## src/hw/rtl/rtp_redundancy_packetizer_unit_assert.svh

```systemverilog
// assertion macros for the redundancy packetizer
`ifndef RTP_REDUNDANCY_PACKETIZER_UNIT_ASSERT_SVH
`define RTP_REDUNDANCY_PACKETIZER_UNIT_ASSERT_SVH

`ifndef SYNTHESIS
`define RTP_ASSERT_IMP(label, clk, rst, pre, post) \
   label: assert property (@(posedge clk) disable iff (rst) (pre) |-> (post)) \
      else $error("rtp packetizer check failed");
`define RTP_ASSERT_NXT(label, clk, rst, pre, post) \
   label: assert property (@(posedge clk) disable iff (rst) (pre) |=> (post)) \
      else $error("rtp packetizer check failed");
`else
`define RTP_ASSERT_IMP(label, clk, rst, pre, post)
`define RTP_ASSERT_NXT(label, clk, rst, pre, post)
`endif

`endif

```

## src/hw/rtl/rtp_pkg.sv

```systemverilog
// shared types and constants of the redundancy packetizer
package rtp_pkg;

   localparam int MAX_FRAME_BYTES_DEF = 256;
   localparam int STAMP_W = 14;
   localparam int LEN_FIELD_W = 10;
   localparam int PT_W = 7;

   localparam logic OP_LOAD = 1'b0;
   localparam logic OP_DRAIN = 1'b1;

   localparam logic REG_REDUNDANCY_LEVEL = 1'b0;
   localparam logic REG_PAYLOAD_TYPE = 1'b1;

   typedef enum logic [2:0] {
      ST_IDLE,
      ST_HDR0,
      ST_HDR1,
      ST_HDR2,
      ST_HDR3,
      ST_FINAL,
      ST_PREV,
      ST_CUR
   } seq_state_type;

   typedef struct packed {
      logic       valid;
      logic       use_ram;
      logic [7:0] hdr_byte;
      logic       last;
   } stage_type;

endpackage

```

## src/hw/rtl/rtp_seq.sv

```systemverilog
// frame bookkeeping, payload sequencer and first result stage
module rtp_seq import rtp_pkg::*; #(
   parameter int MAX_FRAME_BYTES = MAX_FRAME_BYTES_DEF,
   localparam int ADDR_W = (2 * MAX_FRAME_BYTES > 1) ? $clog2(2 * MAX_FRAME_BYTES) : 1
) (
   input  logic              clock,
   input  logic              reset,
   input  logic              go,
   input  logic              stage_load,
   input  logic              req_opcode,
   input  logic [7:0]        req_data_byte,
   input  logic              req_frame_last,
   input  logic [STAMP_W-1:0] stamp_low,
   input  logic              redundancy_level,
   input  logic [PT_W-1:0]   payload_type,
   input  logic              prev_clear,
   output logic              pending,
   output stage_type         stage,
   output logic              wr_en,
   output logic [ADDR_W-1:0] wr_addr,
   output logic [7:0]        wr_data,
   output logic              rd_en,
   output logic [ADDR_W-1:0] rd_addr
);

   localparam int LEN_W = $clog2(MAX_FRAME_BYTES + 1);
   localparam logic [LEN_W-1:0] MAX_LEN = LEN_W'(MAX_FRAME_BYTES);
   localparam logic [ADDR_W-1:0] BANK_BASE = ADDR_W'(MAX_FRAME_BYTES);

   seq_state_type       state_ff, state_in;
   logic                bank_ff, bank_in;
   logic [LEN_W-1:0]    cur_len_ff, cur_len_in;
   logic [LEN_W-1:0]    prev_len_ff, prev_len_in;
   logic [LEN_W-1:0]    idx_ff, idx_in;
   logic [STAMP_W-1:0]  cur_stamp_ff, cur_stamp_in;
   logic [STAMP_W-1:0]  prev_stamp_ff, prev_stamp_in;
   logic                prev_valid_ff, prev_valid_in;
   logic                with_red_ff, with_red_in;
   stage_type           stage_ff, stage_in;

   logic                load_go;
   logic                drain_go;
   logic                red_now;
   logic                rd_bank;
   logic [LEN_W-1:0]    idx_next;
   logic [STAMP_W-1:0]  offset;
   logic [LEN_FIELD_W-1:0] plen;

   assign load_go  = go && (req_opcode == OP_LOAD) && (state_ff == ST_IDLE);
   assign drain_go = go && (req_opcode == OP_DRAIN) && (state_ff != ST_IDLE);
   assign red_now  = redundancy_level && prev_valid_ff;
   assign idx_next = idx_ff + LEN_W'(1);
   assign offset   = cur_stamp_ff - prev_stamp_ff;
   assign plen     = LEN_FIELD_W'(prev_len_ff);

   assign rd_bank = (state_ff == ST_PREV) ? ~bank_ff : bank_ff;
   assign rd_addr = rd_bank ? (BANK_BASE + ADDR_W'(idx_ff)) : ADDR_W'(idx_ff);
   assign wr_addr = bank_ff ? (BANK_BASE + ADDR_W'(cur_len_ff)) : ADDR_W'(cur_len_ff);
   assign wr_data = req_data_byte;

   always_comb begin
      state_in      = state_ff;
      bank_in       = bank_ff;
      cur_len_in    = cur_len_ff;
      prev_len_in   = prev_len_ff;
      idx_in        = idx_ff;
      cur_stamp_in  = cur_stamp_ff;
      prev_stamp_in = prev_stamp_ff;
      prev_valid_in = prev_valid_ff;
      with_red_in   = with_red_ff;
      stage_in      = '0;
      wr_en         = 1'b0;
      rd_en         = 1'b0;

      if (load_go) begin
         if (cur_len_ff < MAX_LEN) begin
            wr_en      = 1'b1;
            cur_len_in = cur_len_ff + LEN_W'(1);
         end
         if (req_frame_last) begin
            cur_stamp_in = stamp_low;
            with_red_in  = red_now;
            idx_in       = '0;
            state_in     = red_now ? ST_HDR0 : ST_FINAL;
         end
      end

      if (prev_clear) begin
         prev_valid_in = 1'b0;
      end

      if (drain_go) begin
         stage_in.valid = 1'b1;
         case (state_ff)
            ST_HDR0: begin
               stage_in.hdr_byte = {1'b1, payload_type};
               state_in = ST_HDR1;
            end
            ST_HDR1: begin
               stage_in.hdr_byte = offset[13:6];
               state_in = ST_HDR2;
            end
            ST_HDR2: begin
               stage_in.hdr_byte = {offset[5:0], plen[9:8]};
               state_in = ST_HDR3;
            end
            ST_HDR3: begin
               stage_in.hdr_byte = plen[7:0];
               state_in = ST_FINAL;
            end
            ST_FINAL: begin
               stage_in.hdr_byte = {1'b0, payload_type};
               idx_in = '0;
               state_in = with_red_ff ? ST_PREV : ST_CUR;
            end
            ST_PREV: begin
               stage_in.use_ram = 1'b1;
               rd_en = 1'b1;
               if (idx_next == prev_len_ff) begin
                  idx_in   = '0;
                  state_in = ST_CUR;
               end else begin
                  idx_in = idx_next;
               end
            end
            ST_CUR: begin
               stage_in.use_ram = 1'b1;
               rd_en = 1'b1;
               if (idx_next == cur_len_ff) begin
                  // packet done: current frame becomes the stored one
                  stage_in.last = 1'b1;
                  prev_len_in   = cur_len_ff;
                  prev_stamp_in = cur_stamp_ff;
                  prev_valid_in = 1'b1;
                  bank_in       = ~bank_ff;
                  cur_len_in    = '0;
                  idx_in        = '0;
                  state_in      = ST_IDLE;
               end else begin
                  idx_in = idx_next;
               end
            end
            default: begin
               stage_in = '0;
            end
         endcase
      end
   end

   always_ff @(posedge clock) begin
      if (reset) begin
         state_ff      <= ST_IDLE;
         bank_ff       <= 1'b0;
         cur_len_ff    <= '0;
         prev_len_ff   <= '0;
         idx_ff        <= '0;
         cur_stamp_ff  <= '0;
         prev_stamp_ff <= '0;
         prev_valid_ff <= 1'b0;
         with_red_ff   <= 1'b0;
         stage_ff      <= '0;
      end else begin
         state_ff      <= state_in;
         bank_ff       <= bank_in;
         cur_len_ff    <= cur_len_in;
         prev_len_ff   <= prev_len_in;
         idx_ff        <= idx_in;
         cur_stamp_ff  <= cur_stamp_in;
         prev_stamp_ff <= prev_stamp_in;
         prev_valid_ff <= prev_valid_in;
         with_red_ff   <= with_red_in;
         if (stage_load) begin
            stage_ff <= stage_in;
         end
      end
   end

   assign pending = (state_ff != ST_IDLE);
   assign stage   = stage_ff;

endmodule
```

## config.mk

```make
export PLATFORM = sky130hd
export DESIGN_NAME = rtp_seq
export DESIGN_NICKNAME = d
export VERILOG_FILES = /design/src/hw/rtl/rtp_redundancy_packetizer_unit_assert.svh /design/src/hw/rtl/rtp_pkg.sv /design/src/hw/rtl/rtp_seq.sv
export SDC_FILE = /design/constraint.sdc
export NUM_CORES = 1
export LEC_CHECK = 0
export BUFFER_PORTS_ARGS = -buffer_cell sky130_fd_sc_hd__buf_4
export CAP_MARGIN = 20
export CORE_MARGIN = 2
export CORE_UTILIZATION = 30
export DETAILED_ROUTE_END_ITERATION = 6
export PLACE_DENSITY = 0.47
export SLEW_MARGIN = 20
export SYNTH_ARGS = -nofsm -noshare
export SYNTH_HDL_FRONTEND = slang
export SYNTH_SLANG_ARGS = --single-unit
export TNS_END_PERCENT = 30
```

## constraint.sdc

```tcl
create_clock -name clock -period 6 [get_ports clock]
set_input_delay 0 -clock clock [delete_from_list [all_inputs] [get_ports clock]]
set_output_delay 0 -clock clock [all_outputs]
set_load 0.1 [all_outputs]
```

# Word-level counts from Yosys, hierarchy flattened

Cells that the tools add are included.

Register bits after elaboration: 72
Output and inout port bits: 40
Logic and storage cells: 76

Add/sub/neg operators: 5
Magnitude comparators: 1
Equality and inequality tests: 9
Mux-type cells: 35
Bitwise operators: 2
Reductions and logical operators: 11

Operators with widths:

| operator            | number |
|---|---|
| $mux 9              | 12 |
| $pmux 8 s5          | 1 |
| $pmux 9 s3          | 1 |
| $pmux 3 s7          | 1 |
| $add 9x1->9 const B | 2 |
| $add 9x9->9 const A | 2 |
| $eq 9x9->1          | 2 |
| $mux 3              | 6 |
| $sub 14x14->14      | 1 |
| $mux 1              | 13 |
| $eq 3x3->1 const B  | 4 |
| $mux 11             | 1 |
| $lt 9x9->1 const B  | 1 |
| $reduce_or 7->1     | 1 |
| $eq 3x2->1 const B  | 2 |
| $logic_and 1x1->1   | 5 |
| $eq 3x1->1 const B  | 1 |
| $logic_not 3->1     | 1 |
| $reduce_and 3->1    | 1 |
| $reduce_bool 3->1   | 1 |
| $not 1->1           | 2 |
| $reduce_and 2->1    | 1 |
| $reduce_or 2->1     | 1 |

# Logic depth before layout (Yosys ltp)

Gate-level depths: netlist (run 1).

Depth after elaboration: 7
Mapped depth: 10
Gate-level depth less buffers: 10

# Least setup slack after synthesis (run 1)

No wires, ideal clock.

Kind: register -> register
Start point: register state_ff[2]
End point: register prev_len_ff[5]
Arrival time: 2.809 ns
Data required time: 5.872 ns
Slack: 3.064 ns
Stages on the path, launching flop included: 10
Buffers on the path: 3
Cell sequence: dfxtp_1 buf_2 nand2_1 nor2_1 nand2_1 nor3_1 buf_4 buf_6 mux2i_1 nor2_1

Cells in the longest elaborated chain, start to end: 3

Ends and longest elaborated chain:

| what                         | RTL line       | source |
|---|---|---|
| start: declaration           | rtp_seq.sv:30  | `seq_state_type state_ff, state_in;` |
| start signal: assignment     | rtp_seq.sv:163 | `state_ff <= state_in;` |
| $reduce_bool 3->1            | rtp_seq.sv:50  | `assign drain_go = go && (req_opcode == OP_DRAIN) && (state_ff != ST_IDLE);` |
| $logic_and 1x1->1            | rtp_seq.sv:50  |  |
| $reduce_and 3->1 (no line) * | n/a            |  |
| end signal: assignment       | rtp_seq.sv:166 | `prev_len_ff <= prev_len_in;` |
| end: declaration             | rtp_seq.sv:33  | `logic [LEN_W-1:0] prev_len_ff, prev_len_in;` |

Mark *: on every way between the ends. The rest lies on a longest branch, timed or not.
A chain may end at the register's enable or synchronous reset.

# Final worst setup path (run 1)

Start point: register idx_ff[0]
End point: register prev_len_ff[2]

Cells in the longest elaborated chain, start to end: 3

Ends and longest elaborated chain:

| what                       | RTL line       | source |
|---|---|---|
| start: declaration         | rtp_seq.sv:34  | `logic [LEN_W-1:0] idx_ff, idx_in;` |
| start signal: assignment   | rtp_seq.sv:167 | `idx_ff <= idx_in;` |
| $add 9x1->9                | rtp_seq.sv:52  | `assign idx_next = idx_ff + LEN_W'(1);` |
| $eq 9x9->1                 | rtp_seq.sv:129 | `if (idx_next == cur_len_ff) begin` |
| $reduce_and 3->1 (no line) | n/a            |  |

No other way between the ends.

==> metrics.yaml, run 1 <==
drt:
  num_vias: 3812
  first_iter_violations: 217
  ant_nets: 0
  drc: 0
  routed_wl_mm: 12.0
  wl_per_cell_microns: 15.8
  dr.pass1.iters: 5
  via_per_inst: 5.02
placement:
  dp_slack_ns: 2.95
  gp_congestion: 0.808
  post_dp_cell_area_sq_um: 4800
  io_buffers: 60
  hpwl_mm: 8.72
cells_and_area:
  stdcell_area_sq_um: 5260
  final_nets: 623
  final_common_cell: "dfxtp_1"
  n_fill_cell: 1540
  synthToLayoutAreaGrowth_pct: 17.7
  diodes: 0
  final_cell_mix: "dfxtp_1 (72), buf_4 (61), nand2_1 (52)"
  drive_above_1_share: 0.162
timing:
  timing.slew.headroom: 0.458
  worst_pin_slew_ns: 0.813
  tns_ns: 0
  holdWs_ns: 0.0000439
  finalHoldViolCount: 0
  setup_viol_count_final: 0
  rsz0062_at_grt: "no"
  fmax_mhz: 327
  slew_viol_final: 0
  skew_ns: 0.00874
  period_minus_slack_ns: 3.06
  fin_crit_sh: 0.510
  setup_slack_ns: 2.94
global_routing:
  busiest_layer: "met2"
  grt_max_degree: 68
  grtUsageMet3: 0.0306
  grt_pass1_wl_mm: 19.3
  met2_usage: 0.225
  grt_pass1_vias: 3589
  use_met1: 0.221
  antenna_found_initial: 0
  overflow: 0
  globalRouteTotalUtil: 0.153
setup_path:
  crit_type: "reg -> reg"
  worstSetupStartpoint: "idx_ff[0]"
  crit_required_ns: 6.20
  arrival_ns: 3.26
  critPathMaxFanout: 30
  setup.worst_path.start_class: "flop"
  reg2reg_from: "idx_ff[0]"
  setup.worst_path.end_class: "flop"
min_path:
  min_from: "req_data_byte[1]"
  hp-class: "in -> out"
pwr:
  p_total_w: 0.00115
  vdd_drop_max_mv: 0.141
  p_leak_nw: 1.94
  power_density_nw_per_um2: 218
cts:
  cts.reportedPaths.clkPinSlew_ns: 0.06
  ctsResizeCount: 0
  htree_levels: 3
  clockBufferDepth: 2
  cts_tree: "yes"
  cts_buffers: 9
  postCtsSetupBuffers: 0
  clk_latency_ns: 0.34
  root_buffer: "clkbuf_16"
  clkSinkCount: 72
run:
  cap_violations: 0
logic_synthesis:
  async_flop_share: 0
  synth_simple_gate_area_frac: 0.207
  syn-instance-count: 537
  ys.flop_type: "dfxtp_1"
  synthAdderAreaFrac: 0.0465
  ys_warn_count: 0
  synth_nets: 590
  synth_compound_area_frac: 0.170
  synth.avg_cell_area_sq_um: 8.32
  synth-xor-area-share: 0.0719
  syn_area_sq_um: 4470
  synth_top_family_by_area: "simple AND/OR/NAND/NOR gates"
  synth_edf_count: 0
  synth-seq-cells: 72
  ys_types: 66
  seq_area_frac_synth: 0.323
  synthMuxAreaShare: 0.0767
floorplanning:
  dieArea_sq_um: 15900
  start_util: 0.308
  core_area_sq_um: 14500
  ios: 77
  rows: 44
  die_w_microns: 126
  dieHeight_microns: 126
run_status:
  outcome: "complete, no violations"
==> cell families after synthesis <==
family,count (synthesis)
xor gates and xnor gates,32
and+or+nand+nor,185
adders and majority gates,16
buffers and inverters,85
AOI/OAI and AO/OA,113
DFF,72
muxes,34
==> power breakdown <==
group          switching, W  internal [W]  total [W]
clock network      0.000204      0.000290   0.000495
registers         0.0000125      0.000484   0.000497
logic             0.0000932     0.0000613   0.000155
total              0.000310      0.000836    0.00115
==> critical path: stages (launching register included) <==
cell,delay [ns]
dfxtp_1,0.47
ha_1,0.34
nand2_1,0.16
a211o_1,0.31
a22oi_2,0.16
nand4_2,0.18
nor3_2,0.47
buf_4,0.52
mux2i_1,0.25
nor2_1,0.05
==> per-stage QoR <==
| stage | util | cells |
|---|---|---|
| floorplan | - | 537 |
| global placement | 0.330 | 725 |
| detailed placement | 0.331 | 725 |
| CTS | 0.362 | 759 |
| global route | 0.362 | 759 |
| finish | 0.362 | 759 |
==> final cells by class <==
type	instances	area, sq um	area share
timing repair buffer	79	638	0.121
multi-input combinational	380	2570	0.489
clock buffer	11	243	0.0461
tap	184	230	0.0438
clock inverter	5	32.5	0.00618
sequential	72	1440	0.274
inverter	28	105	0.0200
==> cells in the mapped netlist, drive strengths merged (2+ instances only) <==
cell	number	share of area
dfxtp	72	0.32
nand2	52	0.044
nor2	46	0.039
buf	43	0.069
mux2i	32	0.072
a21oi	30	0.034
inv	28	0.024
nand3	21	0.024
xor2	16	0.031
ha	15	0.042
nor3	15	0.017
o21ai	15	0.017
clkbuf	14	0.012
xnor2	13	0.025
a22oi	11	0.020
a31oi	11	0.015
and3	10	0.015
o22ai	10	0.014
or3	7	0.011
nor2b	6	0.0084
nand4	5	0.0084
a21o	4	0.0067
nand2b	4	0.0056
o211ai	4	0.0067
a2111oi	3	0.0076
a211o	3	0.0059
and2	3	0.0042
and4	3	0.0059
nand3b	3	0.0050
nor4b	3	0.0059
o31ai	3	0.0050
xnor3	3	0.015
a211oi	2	0.0034
a21boi	2	0.0034
a41oi	2	0.0039
mux2	2	0.0050
o2111ai	2	0.0053
o21a	2	0.0034
o32ai	2	0.0039
or3b	2	0.0039
==> what timing repair did <==
action | 4_1_cts | 5_1_grt
hold endpoints to repair | 19 | 0
hold buffers | 18 | 0
endpoints found under the setup margin | 0 | 0
==> sequential cells by signal (all words and copies together), names as in the netlist <==
register / count
idx_ff: 9
prev_stamp_ff: 14
state_ff: 3
with_red_ff: 1
prev_valid_ff: 1
prev_len_ff: 9
stage: 11
bank_ff: 1
cur_len_ff: 9
cur_stamp_ff: 14
==> worst paths after layout <==
| kind | endpoint | slack [ns] | cells after the start |
|---|---|---|---|
| setup / recovery | prev_len_ff[2] | 2.94 | 9 |
| hold / removal | wr_data[1] | 0.00004 | 0 |
| setup reg to reg | prev_len_ff[2] | 2.94 | 9 |
| hold reg to reg | with_red_ff | 0.45 | 2 |
==> metal layers <==
layer  wire (microns)  vias to the layer above
met2             5290                       77
met5                0                        -
met1             6000                     1789
met3              517                        9
met4              160                        0
li1                 -                     1937
(Power assumes the default switching activity.)
==> inputs of run 2 (changes only) <==
--- a/config.mk
+++ b/config.mk
@@ -10,7 +10,7 @@
 export CORE_MARGIN = 2
 export CORE_UTILIZATION = 30
 export DETAILED_ROUTE_END_ITERATION = 6
-export PLACE_DENSITY = 0.47
+export PLACE_DENSITY = 0.49
 export SLEW_MARGIN = 20
 export SYNTH_ARGS = -nofsm -noshare
 export SYNTH_HDL_FRONTEND = slang
==> constraint.sdc (replaced) <==
create_clock -name clock -period 2.8 [get_ports clock]
set_input_delay 0 -clock clock [delete_from_list [all_inputs] [get_ports clock]]
set_output_delay 0 -clock clock [all_outputs]
set_load 0.1 [all_outputs]
==> metrics.yaml, run 2 (synthesis gave the netlist of run 1 again) <==
run_status:
  outcome: "complete, no violations"
cts:
  ctsResizeCount: 0  # unchanged
  htree_levels: 3  # unchanged
  cts_buffers: 9  # unchanged
  clk_latency_ns: 0.35  # about the same
  clkSinkCount: 72  # unchanged
  root_buffer: "clkbuf_16"
  clockBufferDepth: 2  # unchanged
  cts_tree: "yes"
  postCtsSetupBuffers: 0  # unchanged
  cts.reportedPaths.clkPinSlew_ns: 0.06  # about the same
  cts_hold_buf: 18  # unchanged
pwr:
  power_density_nw_per_um2: 491  # +130%
  vdd_drop_max_mv: 0.319  # +130%
  clockPowerShare: 0.472  # +0.040
  switchingPower_w: 0.000701  # +130%
  p_seq_frac: 0.396  # -0.038
  p_int_w: 0.00196  # +130%
  combPwrFrac: 0.133  # -0.002
  netSwitchingFraction: 0.264  # -0.00710
  p_leak_nw: 2.04  # +5.2%
global_routing:
  grt_max_degree: 68  # unchanged
  antenna_found_initial: 0  # unchanged
  globalRouteTotalUtil: 0.153  # -0.000309
  grt_pass1_vias: 3641  # +1.4%
  overflow: 0  # unchanged
  grt_pass1_wl_mm: 19.1  # -1.0%
placement:
  hpwl_mm: 8.87  # +1.7%
  gp_congestion: 0.869  # +7.5%
  io_buffers: 60  # unchanged
floorplanning:
  ios: 77  # unchanged
  start_util: 0.308  # unchanged
  dieArea_sq_um: 15900  # unchanged
  core_area_sq_um: 14500  # unchanged
  die_w_microns: 126  # unchanged
  dieHeight_microns: 126  # unchanged
  rows: 44  # unchanged
cells_and_area:
  diodes: 0  # unchanged
  drive_above_1_share: 0.186  # +0.0244
  final_cell_mix: "buf_4 (77), dfxtp_1 (72), nand2_1 (52)"
  synthToLayoutAreaGrowth_pct: 21.3
  final_common_cell: "buf_4"
  final_nets: 639  # +2.6%
  final_core_util: 0.373  # +0.0112
drt:
  wl_per_cell_microns: 15.6  # -1.1%
  drc: 0  # unchanged
  maxUsedRoutingLayer: "met4"
  ant_nets: 0  # unchanged
  dr.pass1.iters: 4  # -1
  met3_length_microns: 508  # -1.7%
  routed_wl_mm: 12.1  # +0.99%
  wl_met2_mm: 5.09  # -3.9%
  via_per_inst: 4.99  # -0.55%
  first_iter_violations: 161  # -26%
  wl_met1_mm: 6.21  # +3.4%
  num_vias: 3871  # +1.5%
timing:
  fmax_mhz: 391  # +20%
  period_minus_slack_ns: 2.56  # -0.501 ns
  setup_viol_count_final: 0  # unchanged
  tns_ns: 0  # unchanged
  rsz0062_at_grt: "no"
  skew_ns: 0.00711  # -0.00163 ns
  fin_crit_sh: 0.914  # +0.404
  worst_pin_slew_ns: 0.710  # -0.103 ns
  timing.slew.headroom: 0.527  # +0.0685
  slew_viol_final: 0  # unchanged
  finalHoldViolCount: 0  # unchanged
setup_path:
  setup.worst_path.start_class: "flop"
  critPathMaxFanout: 14  # -53%
  arrival_ns: 2.79  # -0.47 ns
  setup.worst_path.end_class: "flop"
  crit_type: "reg -> reg"
  crit_required_ns: 3.03  # -3.17 ns
run:
  cap_violations: 0  # unchanged
min_path:
  hp-class: "in -> out"
## run 2: worst max-delay path, stage by stage (launching register included)
cell	delay [ns]
dfxtp_1	0.64
nand4_1	0.21
nor2_2	0.33
xnor3_1	0.21
nand4_2	0.16
o32a_1	0.56
a31oi_1	0.23
o22ai_1	0.10
## run 2: area by class of cell
cell class	instances	area [sq um]
inverters	28	105
multi-input cells	380	2570
clock inverters	7	95.1
fillers	1495	9110
flip-flops and latches	72	1440
repair buffers	95	758
clock buffers	9	225
well taps	184	230
## run 2: power groups by stage
stage	logic (W)	registers, W	clock network (W)
2_1_floorplan	0.000289	0.00107	0
3_3_place_gp	0.000330	0.00108	0
3_5_place_dp	0.000333	0.00108	0
4_1_cts	0.000354	0.00105	0.00129
5_1_grt	0.000384	0.00106	0.00133
6_report	0.000353	0.00105	0.00125
## run 2: per-stage QoR
stage          power (W)  instance area (sq um)  worst slack (ns)  std cells  hold WS (ns)
5_1_grt          0.00277                   5420            0.0168        775      0.000156
6_report         0.00266                   5420             0.241        775     0.0000439
4_1_cts          0.00269                   5420             0.226        775      0.000681
3_5_place_dp     0.00141                   4920             0.245        741      0.000681
3_3_place_gp     0.00141                   4920             0.296        741      0.000681
2_1_floorplan    0.00136                   4470             0.249        537         0.136
## run 2: layer usage
layer,vias up,track usage
li1,1978,-
met1,1798,0.215
met2,76,0.220
met3,19,0.0404
met4,0,0.0640
met5,-,0
## run 2: final timing paths
check | end | slack (ns) | depth (start not counted) | start
worst max-delay path | idx_ff[2] | 0.24 | 7 | idx_ff[3]
worst min-delay path | wr_data[6] | 0.00004 | 0 | req_data_byte[6]
worst max register to register | idx_ff[2] | 0.24 | 7 | idx_ff[3]
worst min register to register | with_red_ff | 0.46 | 2 | with_red_ff
